===== src/rtl/tms_pkg.sv =====
package tms_pkg;

	localparam int DEF_MAX_COLS = 32;
	localparam int DEF_MAX_ROWS = 32;
	localparam int DEF_TILES    = 32;
	localparam int QUEUE_DEPTH  = 4;

	localparam int APB_DW  = 32;
	localparam int PADDR_W = 3;
	localparam int DIM_W   = 6;
	localparam int CELL_W  = 5;
	localparam int PIX_W   = 8;
	localparam int SQ8_W   = 16;
	localparam int SQ_W    = 18;
	localparam int ERR_W   = 28;
	localparam int GAIN_W  = 29;
	localparam int LEFT_W  = 11;

	localparam logic [ERR_W-1:0]  ERR_MAX  = '1;
	localparam logic [GAIN_W-1:0] KEY_TOP  = '1;
	localparam logic [LEFT_W-1:0] LEFT_MAX = '1;

	localparam logic [1:0] MODE_PIX     = 2'd0;
	localparam logic [1:0] MODE_INVAL   = 2'd1;
	localparam logic [1:0] MODE_RESTART = 2'd2;

	localparam logic REG_ACROSS = 1'b0;
	localparam logic REG_DOWN   = 1'b1;

	typedef enum logic [1:0] {OP_PIX, OP_INVAL, OP_RESTART} op_kind_t;

	typedef struct packed {
		op_kind_t          kind;
		logic [CELL_W-1:0] col;
		logic [CELL_W-1:0] row;
		logic [SQ_W-1:0]   sq;
		logic              cell_end;
		logic              pass_end;
		logic              in_range;
	} op_t;

	typedef struct packed {
		logic [DIM_W:0] across;
		logic [DIM_W:0] down;
	} dims_t;

	typedef enum logic [1:0] {BK_RUN, BK_READ, BK_COMMIT} bk_state_t;

	// register value 0 counts as 1, anything above the array size as the size
	function automatic logic [DIM_W:0] clamp_dim(input logic [DIM_W-1:0] v,
		input logic [DIM_W:0] lim);
		logic [DIM_W:0] r;
		r = {1'b0, v};
		if (r == '0) r = (DIM_W+1)'(1);
		if (r > lim) r = lim;
		return r;
	endfunction

	function automatic logic [LEFT_W-1:0] full_count(input logic [DIM_W:0] a,
		input logic [DIM_W:0] d);
		logic [2*DIM_W+1:0] n;
		n = a * d;
		return (n > (2*DIM_W+2)'(LEFT_MAX)) ? LEFT_MAX : n[LEFT_W-1:0];
	endfunction

endpackage


===== src/rtl/tms_fifo.sv =====
module tms_fifo import tms_pkg::*; #(
	parameter int W     = $bits(op_t),
	parameter int DEPTH = QUEUE_DEPTH
) (
	input  logic         clk,
	input  logic         arst_n,
	input  logic         push_valid,
	output logic         push_ready,
	input  logic [W-1:0] push_data,
	output logic         pop_valid,
	input  logic         pop_ready,
	output logic [W-1:0] pop_data
);

	localparam int PTR_W = (DEPTH > 1) ? $clog2(DEPTH) : 1;
	localparam int CNT_W = $clog2(DEPTH + 1);
	localparam logic [PTR_W-1:0] PTR_LAST = PTR_W'(DEPTH - 1);
	localparam logic [CNT_W-1:0] CNT_FULL = CNT_W'(DEPTH);

	logic [W-1:0]     slot_q [DEPTH];
	logic [PTR_W-1:0] wr_ptr_q, rd_ptr_q;
	logic [CNT_W-1:0] count_q;
	logic             push, pop;

	assign push_ready = (count_q != CNT_FULL);
	assign pop_valid  = (count_q != '0);
	assign pop_data   = slot_q[rd_ptr_q];
	assign push       = push_valid && push_ready;
	assign pop        = pop_valid && pop_ready;

	always_ff @(posedge clk or negedge arst_n) begin
		if (!arst_n) begin
			wr_ptr_q <= '0;
			rd_ptr_q <= '0;
			count_q  <= '0;
		end else begin
			if (push) begin
				wr_ptr_q <= (wr_ptr_q == PTR_LAST) ? '0 : wr_ptr_q + PTR_W'(1);
			end
			if (pop) begin
				rd_ptr_q <= (rd_ptr_q == PTR_LAST) ? '0 : rd_ptr_q + PTR_W'(1);
			end
			if (push && !pop) begin
				count_q <= count_q + CNT_W'(1);
			end else if (pop && !push) begin
				count_q <= count_q - CNT_W'(1);
			end
		end
	end

	always_ff @(posedge clk) begin
		if (push) begin
			slot_q[wr_ptr_q] <= push_data;
		end
	end

endmodule


===== config.mk =====
export PLATFORM = sky130hd
export DESIGN_NAME = tms_fifo
export DESIGN_NICKNAME = d
export VERILOG_FILES = /design/src/rtl/tms_pkg.sv /design/src/rtl/tms_fifo.sv
export SDC_FILE = /design/constraint.sdc
export NUM_CORES = 1
export LEC_CHECK = 0
export ABC_AREA = 1
export BUFFER_PORTS_ARGS = -buffer_cell sky130_fd_sc_hd__buf_4
export CAP_MARGIN = 5
export CORE_MARGIN = 2
export CORE_UTILIZATION = 50
export DETAILED_ROUTE_END_ITERATION = 12
export PLACE_DENSITY = 0.7
export SETUP_SLACK_MARGIN = 0.02
export SYNTH_ARGS = -nofsm -noshare
export SYNTH_HDL_FRONTEND = slang
export SYNTH_SLANG_ARGS = --single-unit

===== constraint.sdc =====
create_clock -name clk -period 3 [get_ports clk]
set_input_delay 0.15 -clock clk [delete_from_list [all_inputs] [get_ports clk]]
set_output_delay 0.15 -clock clk [all_outputs]
set_load 0.005 [all_outputs]

==> impl_results.md <==
* Area Growth Syn to Fin at 26.7%
* GPL Wtd Cong at 0.729
* Post-synthesis sequential area ratio at 69.8%
* CTS tree: yes
* YS warnings at 0
* Via density at 5.01
* Tcrit/Tclk final at 75.1%
* Global-route wire length before repair at 17.3 mm
* Reg2reg start: count_q[0]
* Num rows at 39
* CP max FO at 38
* P_leak at 3.07 nW
* Final setup vio count at 0
* Share of layout cells above drive strength 1 at 29.8%
* Final Instance Area at 7510 µm²
* Clock share of power at 28.1%
* Worst R2R Path Depth at 9
* Final wirelength at 10.9 mm
* Peak VDD IR at 0.644 mV
* Worst-skew pair later-pin latency at 0.41 ns
* Syn Area/Cell at 13.4 µm²
* Max Root-Sink Buffers at 2
* Commonest non-fill, non-tap cells in the layout: edfxtp_1 (132), nand2_1 (94), buf_4 (76), inv_1 (75), dlygate4sd3_1 (36)
* Endpoints failing hold at 0
* Congestion Overflow GR at 0
* Net switching power at 2.32 mW
* Unrepaired setup endpoints after global routing: no
* PwrDens at 961 nW/µm²
* Drt first pass iters at 8
* Max Cap Viol at 0
* Internal power at 4.90 mW
* CP startpoint kind: flip-flop
* Iteration-0 DRC Markers at 205
* Number of global-route vias before repair at 3,573
* Sw frac at 32.2%
* Slew Limit Fails at 0
* Inserted Clock Buffers at 17
* Core box area at 11,500 µm²
* Reg2Reg Setup Slack at 0.80 ns
* Post-DP Area at 6570 µm²
* Antenna Nets Post-Route at 0
* Worst-margin pin slew at 0.990 ns
* Fmax at 444 MHz
* Worst path required time at 2.85 ns
* Total track usage at 18.0%
* Final nets at 599
* DRC at 5
* End of the worst register-to-register path: count_q[1]
* H-tree lvl count at 4
* Worst min path class: in -> async
* DIE HEIGHT at 113 µm
* Commonest non-fill, non-tap cell in the layout: edfxtp_1
* DIE AREA at 12,800 µm²
* Initial Util at 51.5%
* Vias post-DR at 3,562
* Crit path DAT at 2.10 ns
* Setup TNS at 0 ns
* Slew HR at 33.9%
* CTS Sinks at 139
* Comb pwr share at 33.4%
* Total Power at 7.22 mW
* Post-synth cell types at 18
* Post-CTS Resized at 0
* WL/cell at 15.3 µm
* PortBufs at 71
* Crit path kind: reg -> out
* Cells after synthesis at 444
* Diode count at 0
* Largest net degree at the start of global routing at 65
* Root buf cell: clkbuf_16
* Mapped Area at 5930 µm²
* Die Width at 113 µm
* Initial antenna violation count at 0
* DP HPWL at 6.40 mm
* Post-Syn Nets at 488
* Skew final at 0.00739 ns
* Worst-path clk slew at 0.06 ns
* # IOs at 72
* Tmin final at 2.25 ns
* Worst setup EP type: output pin
* Outcome: finished with violations
* Yosys reg bits at 139
* Flop pwr share at 38.5%
* Setup bufs post-CTS at 0
* Layout Utilization at 65.3%
* Failing checks: design-rule violations
==> sequential cells by signal, indices dropped and copies added (netlist names) <==
signal    cells
count_q       3
slot_q      132
wr_ptr_q      2
rd_ptr_q      2
==> cells by family after synthesis <==
family | Yosys count | share of synthesized area, %
AOI/OAI and AO/OA | 67 | 11.2
xor gates and xnor gates | 1 | 0.148
DFF | 139 | 69.8
and+or+nand+nor | 128 | 9.13
adders and majority gates | 7 | 1.60
buffers and inverters | 102 | 8.14
==> final cells by class <==
class / instances / area [µm²]
multi-input combinational: 203 / 1340
clock inverter: 15 / 155
fill: 849 / 4000
sequential: 139 / 4140
tap: 143 / 179
clock buffer: 17 / 425
timing repair buffer: 114 / 971
inverter: 80 / 300
==> cells in the mapped netlist <==
library cell,count,area [µm²]
buf_2,11,55.1
buf_6,10,113
buf_8,1,15.0
dfrtp_1,7,175
edfxtp_1,132,3960
fa_1,1,20.0
ha_1,6,75.1
inv_1,75,282
inv_2,5,18.8
nand2_1,94,353
nand2_2,20,125
nand3_1,7,35.0
nand4_1,1,6.26
nor2_1,6,22.5
o211ai_1,33,248
o211ai_2,33,413
o21ai_0,1,5.00
xnor2_1,1,8.76
==> metrics by stage <==
step	instances	worst slack, ns	hold slack [ns]
6_report	711	0.747	0.0828
5_1_grt	711	0.596	0.0813
4_1_cts	711	0.715	0.0756
3_5_place_dp	643	0.847	-0.0293
3_3_place_gp	643	0.974	-0.0340
2_1_floorplan	444	0.403	-0.146
==> per-layer routing <==
metal | GRT usage [%] | wire [µm]
met3 | 5.25 | 429
met5 | 0 | 0
met4 | 6.91 | 102
met2 | 31.2 | 5850
met1 | 21.3 | 4520
==> worst max path at each step <==
stage	from	to	slack (ns)	cells after the start
2_1_floorplan	count_q[0]	slot_q[0][0]	0.40	4
3_3_place_gp	count_q[0]	slot_q[2][28]	0.97	5
3_5_place_dp	count_q[0]	count_q[1]	0.85	9
4_1_cts	rd_ptr_q[0]	pop_data[28]	0.71	5
5_1_grt	rd_ptr_q[0]	pop_data[28]	0.60	5
6_report	rd_ptr_q[0]	pop_data[28]	0.75	5
==> power by group through the flow <==
stage                     Sequential, mW  Combinational [mW]  Clock, mW
after floorplan                     2.71                1.63          0
after global placement              2.79                2.35          0
after detailed placement            2.82                2.41          0
after CTS                           2.78                2.47       2.06
after global routing                2.82                2.68       2.15
final                               2.78                2.41       2.03
==> worst max-delay path: stages (launching register included) <==
cell	delay, ns
dfrtp_4	0.72
buf_4	0.49
nand2_1	0.12
o211ai_1	0.11
nand2_1	0.08
buf_4	0.13
==> timing repair <==
item	in CTS	in global routing
hold endpoints to repair	143	0
setup endpoints to repair	0	0
hold buffers	36	0
Note: power is estimated with default switching activity, not from simulation.
