### config.mk
export PLATFORM = sky130hd
export DESIGN_NAME = tms_front
export DESIGN_NICKNAME = d
export VERILOG_FILES = /design/src/rtl/tms_pkg.sv /design/src/rtl/tms_front.sv
export SDC_FILE = /design/constraint.sdc
export NUM_CORES = 1
export LEC_CHECK = 0
export BUFFER_PORTS_ARGS = -buffer_cell sky130_fd_sc_hd__buf_4
export CAP_MARGIN = 5
export CORE_ASPECT_RATIO = 0.5
export CORE_UTILIZATION = 40
export CTS_CLUSTER_DIAMETER = 120
export DETAILED_ROUTE_END_ITERATION = 16
export PLACE_DENSITY_LB_ADDON = 0.2
export SYNTH_ARGS = -nofsm -noshare
export SYNTH_HDL_FRONTEND = slang
export SYNTH_SLANG_ARGS = --single-unit
### constraint.sdc
create_clock -name clk -period 3 [get_ports clk]
set_input_delay 0.15 -clock clk [delete_from_list [all_inputs] [get_ports clk]]
set_output_delay 0.15 -clock clk [all_outputs]
set_load 0.01 [all_outputs]
### src/rtl/tms_pkg.sv
package tms_pkg;

	localparam int DEF_MAX_COLS = 32;
	localparam int DEF_MAX_ROWS = 32;
	localparam int DEF_TILES    = 32;
	localparam int QUEUE_DEPTH  = 4;

	localparam int APB_DW  = 32;
	localparam int PADDR_W = 3;
	localparam int DIM_W   = 6;
	localparam int CELL_W  = 5;
	localparam int PIX_W   = 8;
	localparam int SQ8_W   = 16;
	localparam int SQ_W    = 18;
	localparam int ERR_W   = 28;
	localparam int GAIN_W  = 29;
	localparam int LEFT_W  = 11;

	localparam logic [ERR_W-1:0]  ERR_MAX  = '1;
	localparam logic [GAIN_W-1:0] KEY_TOP  = '1;
	localparam logic [LEFT_W-1:0] LEFT_MAX = '1;

	localparam logic [1:0] MODE_PIX     = 2'd0;
	localparam logic [1:0] MODE_INVAL   = 2'd1;
	localparam logic [1:0] MODE_RESTART = 2'd2;

	localparam logic REG_ACROSS = 1'b0;
	localparam logic REG_DOWN   = 1'b1;

	typedef enum logic [1:0] {OP_PIX, OP_INVAL, OP_RESTART} op_kind_t;

	typedef struct packed {
		op_kind_t          kind;
		logic [CELL_W-1:0] col;
		logic [CELL_W-1:0] row;
		logic [SQ_W-1:0]   sq;
		logic              cell_end;
		logic              pass_end;
		logic              in_range;
	} op_t;

	typedef struct packed {
		logic [DIM_W:0] across;
		logic [DIM_W:0] down;
	} dims_t;

	typedef enum logic [1:0] {BK_RUN, BK_READ, BK_COMMIT} bk_state_t;

	// register value 0 counts as 1, anything above the array size as the size
	function automatic logic [DIM_W:0] clamp_dim(input logic [DIM_W-1:0] v,
		input logic [DIM_W:0] lim);
		logic [DIM_W:0] r;
		r = {1'b0, v};
		if (r == '0) r = (DIM_W+1)'(1);
		if (r > lim) r = lim;
		return r;
	endfunction

	function automatic logic [LEFT_W-1:0] full_count(input logic [DIM_W:0] a,
		input logic [DIM_W:0] d);
		logic [2*DIM_W+1:0] n;
		n = a * d;
		return (n > (2*DIM_W+2)'(LEFT_MAX)) ? LEFT_MAX : n[LEFT_W-1:0];
	endfunction

endpackage

### src/rtl/tms_front.sv
module tms_front import tms_pkg::*; (
	input  logic              clk,
	input  logic              arst_n,
	input  dims_t             dims,
	input  logic              in_valid,
	output logic              in_ready,
	input  logic [1:0]        mode,
	input  logic [CELL_W-1:0] cell_col,
	input  logic [CELL_W-1:0] cell_row,
	input  logic [PIX_W-1:0]  tile_red,
	input  logic [PIX_W-1:0]  tile_green,
	input  logic [PIX_W-1:0]  tile_blue,
	input  logic [PIX_W-1:0]  src_red,
	input  logic [PIX_W-1:0]  src_green,
	input  logic [PIX_W-1:0]  src_blue,
	input  logic              last_of_cell,
	input  logic              last_of_pass,
	output op_t               op,
	output logic              op_valid,
	input  logic              op_ready
);

	function automatic logic [SQ8_W-1:0] sq_diff(input logic [PIX_W-1:0] a,
		input logic [PIX_W-1:0] b);
		logic [PIX_W-1:0] d;
		d = (a > b) ? a - b : b - a;
		return SQ8_W'(d) * SQ8_W'(d);
	endfunction

	logic              valid_s1;
	op_kind_t          kind_s1;
	logic [CELL_W-1:0] col_s1, row_s1;
	logic [SQ8_W-1:0]  sq_r_s1, sq_g_s1, sq_b_s1;
	logic              cell_end_s1, pass_end_s1, in_range_s1;

	logic              accept, keep, in_range;
	op_kind_t          kind;

	assign in_ready = !valid_s1 || op_ready;
	assign accept   = in_valid && in_ready;
	assign in_range = ({{(DIM_W-4){1'b0}}, cell_col} < dims.across) &&
	                  ({{(DIM_W-4){1'b0}}, cell_row} < dims.down);

	// out-of-range invalidates and the unused mode never reach the queue
	always_comb begin
		keep = 1'b0;
		kind = OP_PIX;
		unique case (mode)
			MODE_PIX: begin
				keep = 1'b1;
				kind = OP_PIX;
			end
			MODE_INVAL: begin
				keep = in_range;
				kind = OP_INVAL;
			end
			MODE_RESTART: begin
				keep = 1'b1;
				kind = OP_RESTART;
			end
			default: begin
				keep = 1'b0;
				kind = OP_PIX;
			end
		endcase
	end

	always_ff @(posedge clk or negedge arst_n) begin
		if (!arst_n) begin
			valid_s1 <= 1'b0;
		end else if (in_ready) begin
			valid_s1 <= accept && keep;
		end
	end

	always_ff @(posedge clk) begin
		if (accept) begin
			kind_s1     <= kind;
			col_s1      <= cell_col;
			row_s1      <= cell_row;
			sq_r_s1     <= sq_diff(tile_red, src_red);
			sq_g_s1     <= sq_diff(tile_green, src_green);
			sq_b_s1     <= sq_diff(tile_blue, src_blue);
			cell_end_s1 <= last_of_cell;
			pass_end_s1 <= last_of_pass;
			in_range_s1 <= in_range;
		end
	end

	always_comb begin
		op.kind     = kind_s1;
		op.col      = col_s1;
		op.row      = row_s1;
		op.sq       = SQ_W'(sq_r_s1) + SQ_W'(sq_g_s1) + SQ_W'(sq_b_s1);
		op.cell_end = cell_end_s1;
		op.pass_end = pass_end_s1;
		op.in_range = in_range_s1;
	end

	assign op_valid = valid_s1;

endmodule

==> impl_metrics.toml <==
[logic_synthesis]
synth_area_um2 = 9691
ys_types = 61
synth_edf_count = 60
synth_area_leaders = "ha_1 21%, fa_1 20%, edfxtp_1 19%"
ys_ff_latch = 61
synthCells = 1027
synth_area_leader_cell = "ha_1"
syn_area_per_cell_um2 = 9.436
synthFlopType = "edfxtp_1"
ys_warn_count = 0
synth-seq-area-share_pct = 18.85
yosysTopAreaCellShare_pct = 20.53
ys_async_sr_fraction_pct = 1.639

[finish]
ff_latch_area_um2 = 1827
fin_nets = 1766
diodes = 0
area_growth_pct = 56.64
fill_cells = 1804
drive_gt1_share_pct = 48.08
fin_util_pct = 65.22
multiInputGateArea_um2 = 8582

[sta]
hold_violations = 0
skew_ns = 0.008757
max_slew_margin_pct = 60.46
fmax_ghz = 0.1852
setup_tns_ns = -66.29
setup_viol = 36
final_max_slew_viol_count = 0
rsz0062_at_grt = "true"
tightest_slew_ns = 0.5869
period_share_pct = 180.0
setup_slack_ns = -2.401
min_period_ns = 5.401

[detailed_routing]
wl_per_cell_um = 13.50
vias_per_cell = 4.780
ant_nets = 0
vias = 8326
drt_iter0_drc = 238
drc = 0
first_pass_iters = 4
wl_um = 23520

[die]
start_util_pct = 41.63
die_w_um = 222.1
coreArea_um2 = 23280
dieArea_um2 = 24890
die_height_um = 112.1
rows = 39
pin_count = 115

[clocking]
cts_tree = "done"
clock-sinks = 61
cts_root_buffer = "clkbuf_16"
cts.htree.levels = 3
cts-buffers-inserted = 9
clkLatencyLatePin_ns = 0.33
clk_pin_slew_ns = 0.06
clk_path_buf_depth = 2

[place]
portBuffers = 114
dp_hpwl_um = 18700
globalplace.congestion = 0.8571

[critical_path]
crit_required_ns = 3.08
crit_fanout = 6
cp-end-kind = "flop"
cp-start-kind = "input port"
worstPathArrival_ns = 5.48
crit_type = "input port to flop"

[grt]
grt_pass1_wl_um = 39990
antenna_found_initial = 0
grt_pass1_vias = 8979
grt_use_total_pct = 19.30
grt_max_degree = 34
grt_overflow = 0

[hold_path]
hold_class = "input port to flop"

[job]
drv_cap = 0

[outcome]
violations = "negative setup slack"
outcome = "finished, violations left"
## path summary, 6_finish.rpt
kind | slack [ns] | from | cells after the start | endpoint
max | -2.40 | tile_red[0] | 24 | sq_r_s1[13]
min | 0.01 | cell_col[3] | 1 | col_s1[3]
max reg2reg | 1.50 | op_valid | 3 | sq_r_s1[8]
min reg2reg | 0.55 | op_valid | 2 | op_valid
max in group asynchronous | 2.79 | arst_n | 2 | op_valid
min in group asynchronous | 0.13 | arst_n | 2 | op_valid
## stage by stage
stage	instance area [um^2]	instances	setup slack, ns	hold WS, ns
floorplan	10340	1029	-2.414	-0.1456
global placement	13210	1665	-2.732	-0.07391
detailed placement	13210	1665	-2.818	-0.07274
CTS	14490	1721	-2.348	0.0009356
global route	15180	1742	-2.677	0.001894
finish	15180	1742	-2.401	0.01057
## cells in the mapped netlist (3+ instances only)
| library cell | count |
|---|---|
| o21bai_1 | 5 |
| nand2_1 | 27 |
| nand2b_1 | 13 |
| o22ai_1 | 4 |
| a211oi_1 | 6 |
| xnor2_2 | 5 |
| inv_1 | 201 |
| mux2i_1 | 16 |
| and2_1 | 4 |
| and4_1 | 4 |
| o21a_1 | 7 |
| or2_2 | 13 |
| fa_1 | 97 |
| nor3_1 | 13 |
| a21o_1 | 28 |
| buf_2 | 4 |
| or3_1 | 3 |
| a21oi_1 | 58 |
| nor2b_1 | 10 |
| buf_4 | 3 |
| and3_1 | 6 |
| o31ai_1 | 4 |
| clkbuf_1 | 10 |
| nor2_1 | 107 |
| a221oi_1 | 4 |
| ha_1 | 159 |
| o21ai_0 | 31 |
| edfxtp_1 | 60 |
| nand3_1 | 4 |
| a31oi_1 | 8 |
| xor2_1 | 21 |
| a21boi_0 | 5 |
| xnor2_1 | 50 |
## sequential cells by signal, indices dropped and copies added (netlist names)
register     cells
sq_b_s1         15
col_s1           5
sq_r_s1         15
op_valid         1
pass_end_s1      1
cell_end_s1      1
in_range_s1      1
kind_s1          2
row_s1           5
sq_g_s1         15
## kinds of logic after synthesis
family,Yosys count,share of synthesized area (%)
xor+xnor,78,7.592
fa+ha+maj,256,40.57
buf+inv,221,8.741
compound gates,183,12.45
mux,17,1.769
other cells,1,0.03870
simple gates,210,9.994
flops,61,18.85
## final cells by class
type                    count  area share (%)
clock buffers               9           1.484
flip-flops and latches     61           12.03
clock inverters             7          0.5275
multi-input cells         747           56.54
repair buffers            408           21.64
inverters                 203           5.251
well taps                 307           2.530
## layer usage
| layer | share of wire, % | track usage, % |
|---|---|---|
| met5 | 0 | 0 |
| met3 | 1.9 | 2.199 |
| met2 | 53 | 36.51 |
| met4 | 0.98 | 3.750 |
| met1 | 45 | 23.80 |
## critical path: stages
cell      delay [ns]
buf_12          0.11
inv_12          0.04
ha_4            0.12
inv_2           0.04
fa_2            0.38
a21o_1          0.20
a221oi_4        0.28
a21oi_4         0.15
mux2i_2         0.27
xor2_2          0.13
or2_4           0.28
fa_1            0.52
inv_2           0.04
fa_1            0.53
inv_1           0.05
fa_1            0.47
fa_1            0.52
inv_2           0.05
ha_4            0.15
or3_4           0.38
o211ai_1        0.25
nand2b_1        0.12
a21oi_2         0.16
xnor2_1         0.09
## what timing repair did
item	in CTS	in global routing
pin swaps	82	102
endpoints found under the setup margin	44	47
hold endpoints to repair	11	0
setup buffers	35	29
resized for setup	145	100
hold buffers	11	0
## cell usage in the layout, fill, tap and decap left out, types with 13 or more instances in the layout
master	count
fa_2	15
nand2_1	20
nor2_1	82
o21ai_0	18
a21o_1	28
xnor2_1	41
ha_1	111
xnor2_2	13
ha_4	43
fa_1	82
inv_2	41
inv_1	155
edfxtp_1	60
xor2_1	14
a21oi_1	38
buf_4	359
nor2_2	14
buf_6	31
Power is left out: the tool's default activity adds up to more than one toggle a clock period on the data nets, which glitch-free logic cannot reach.
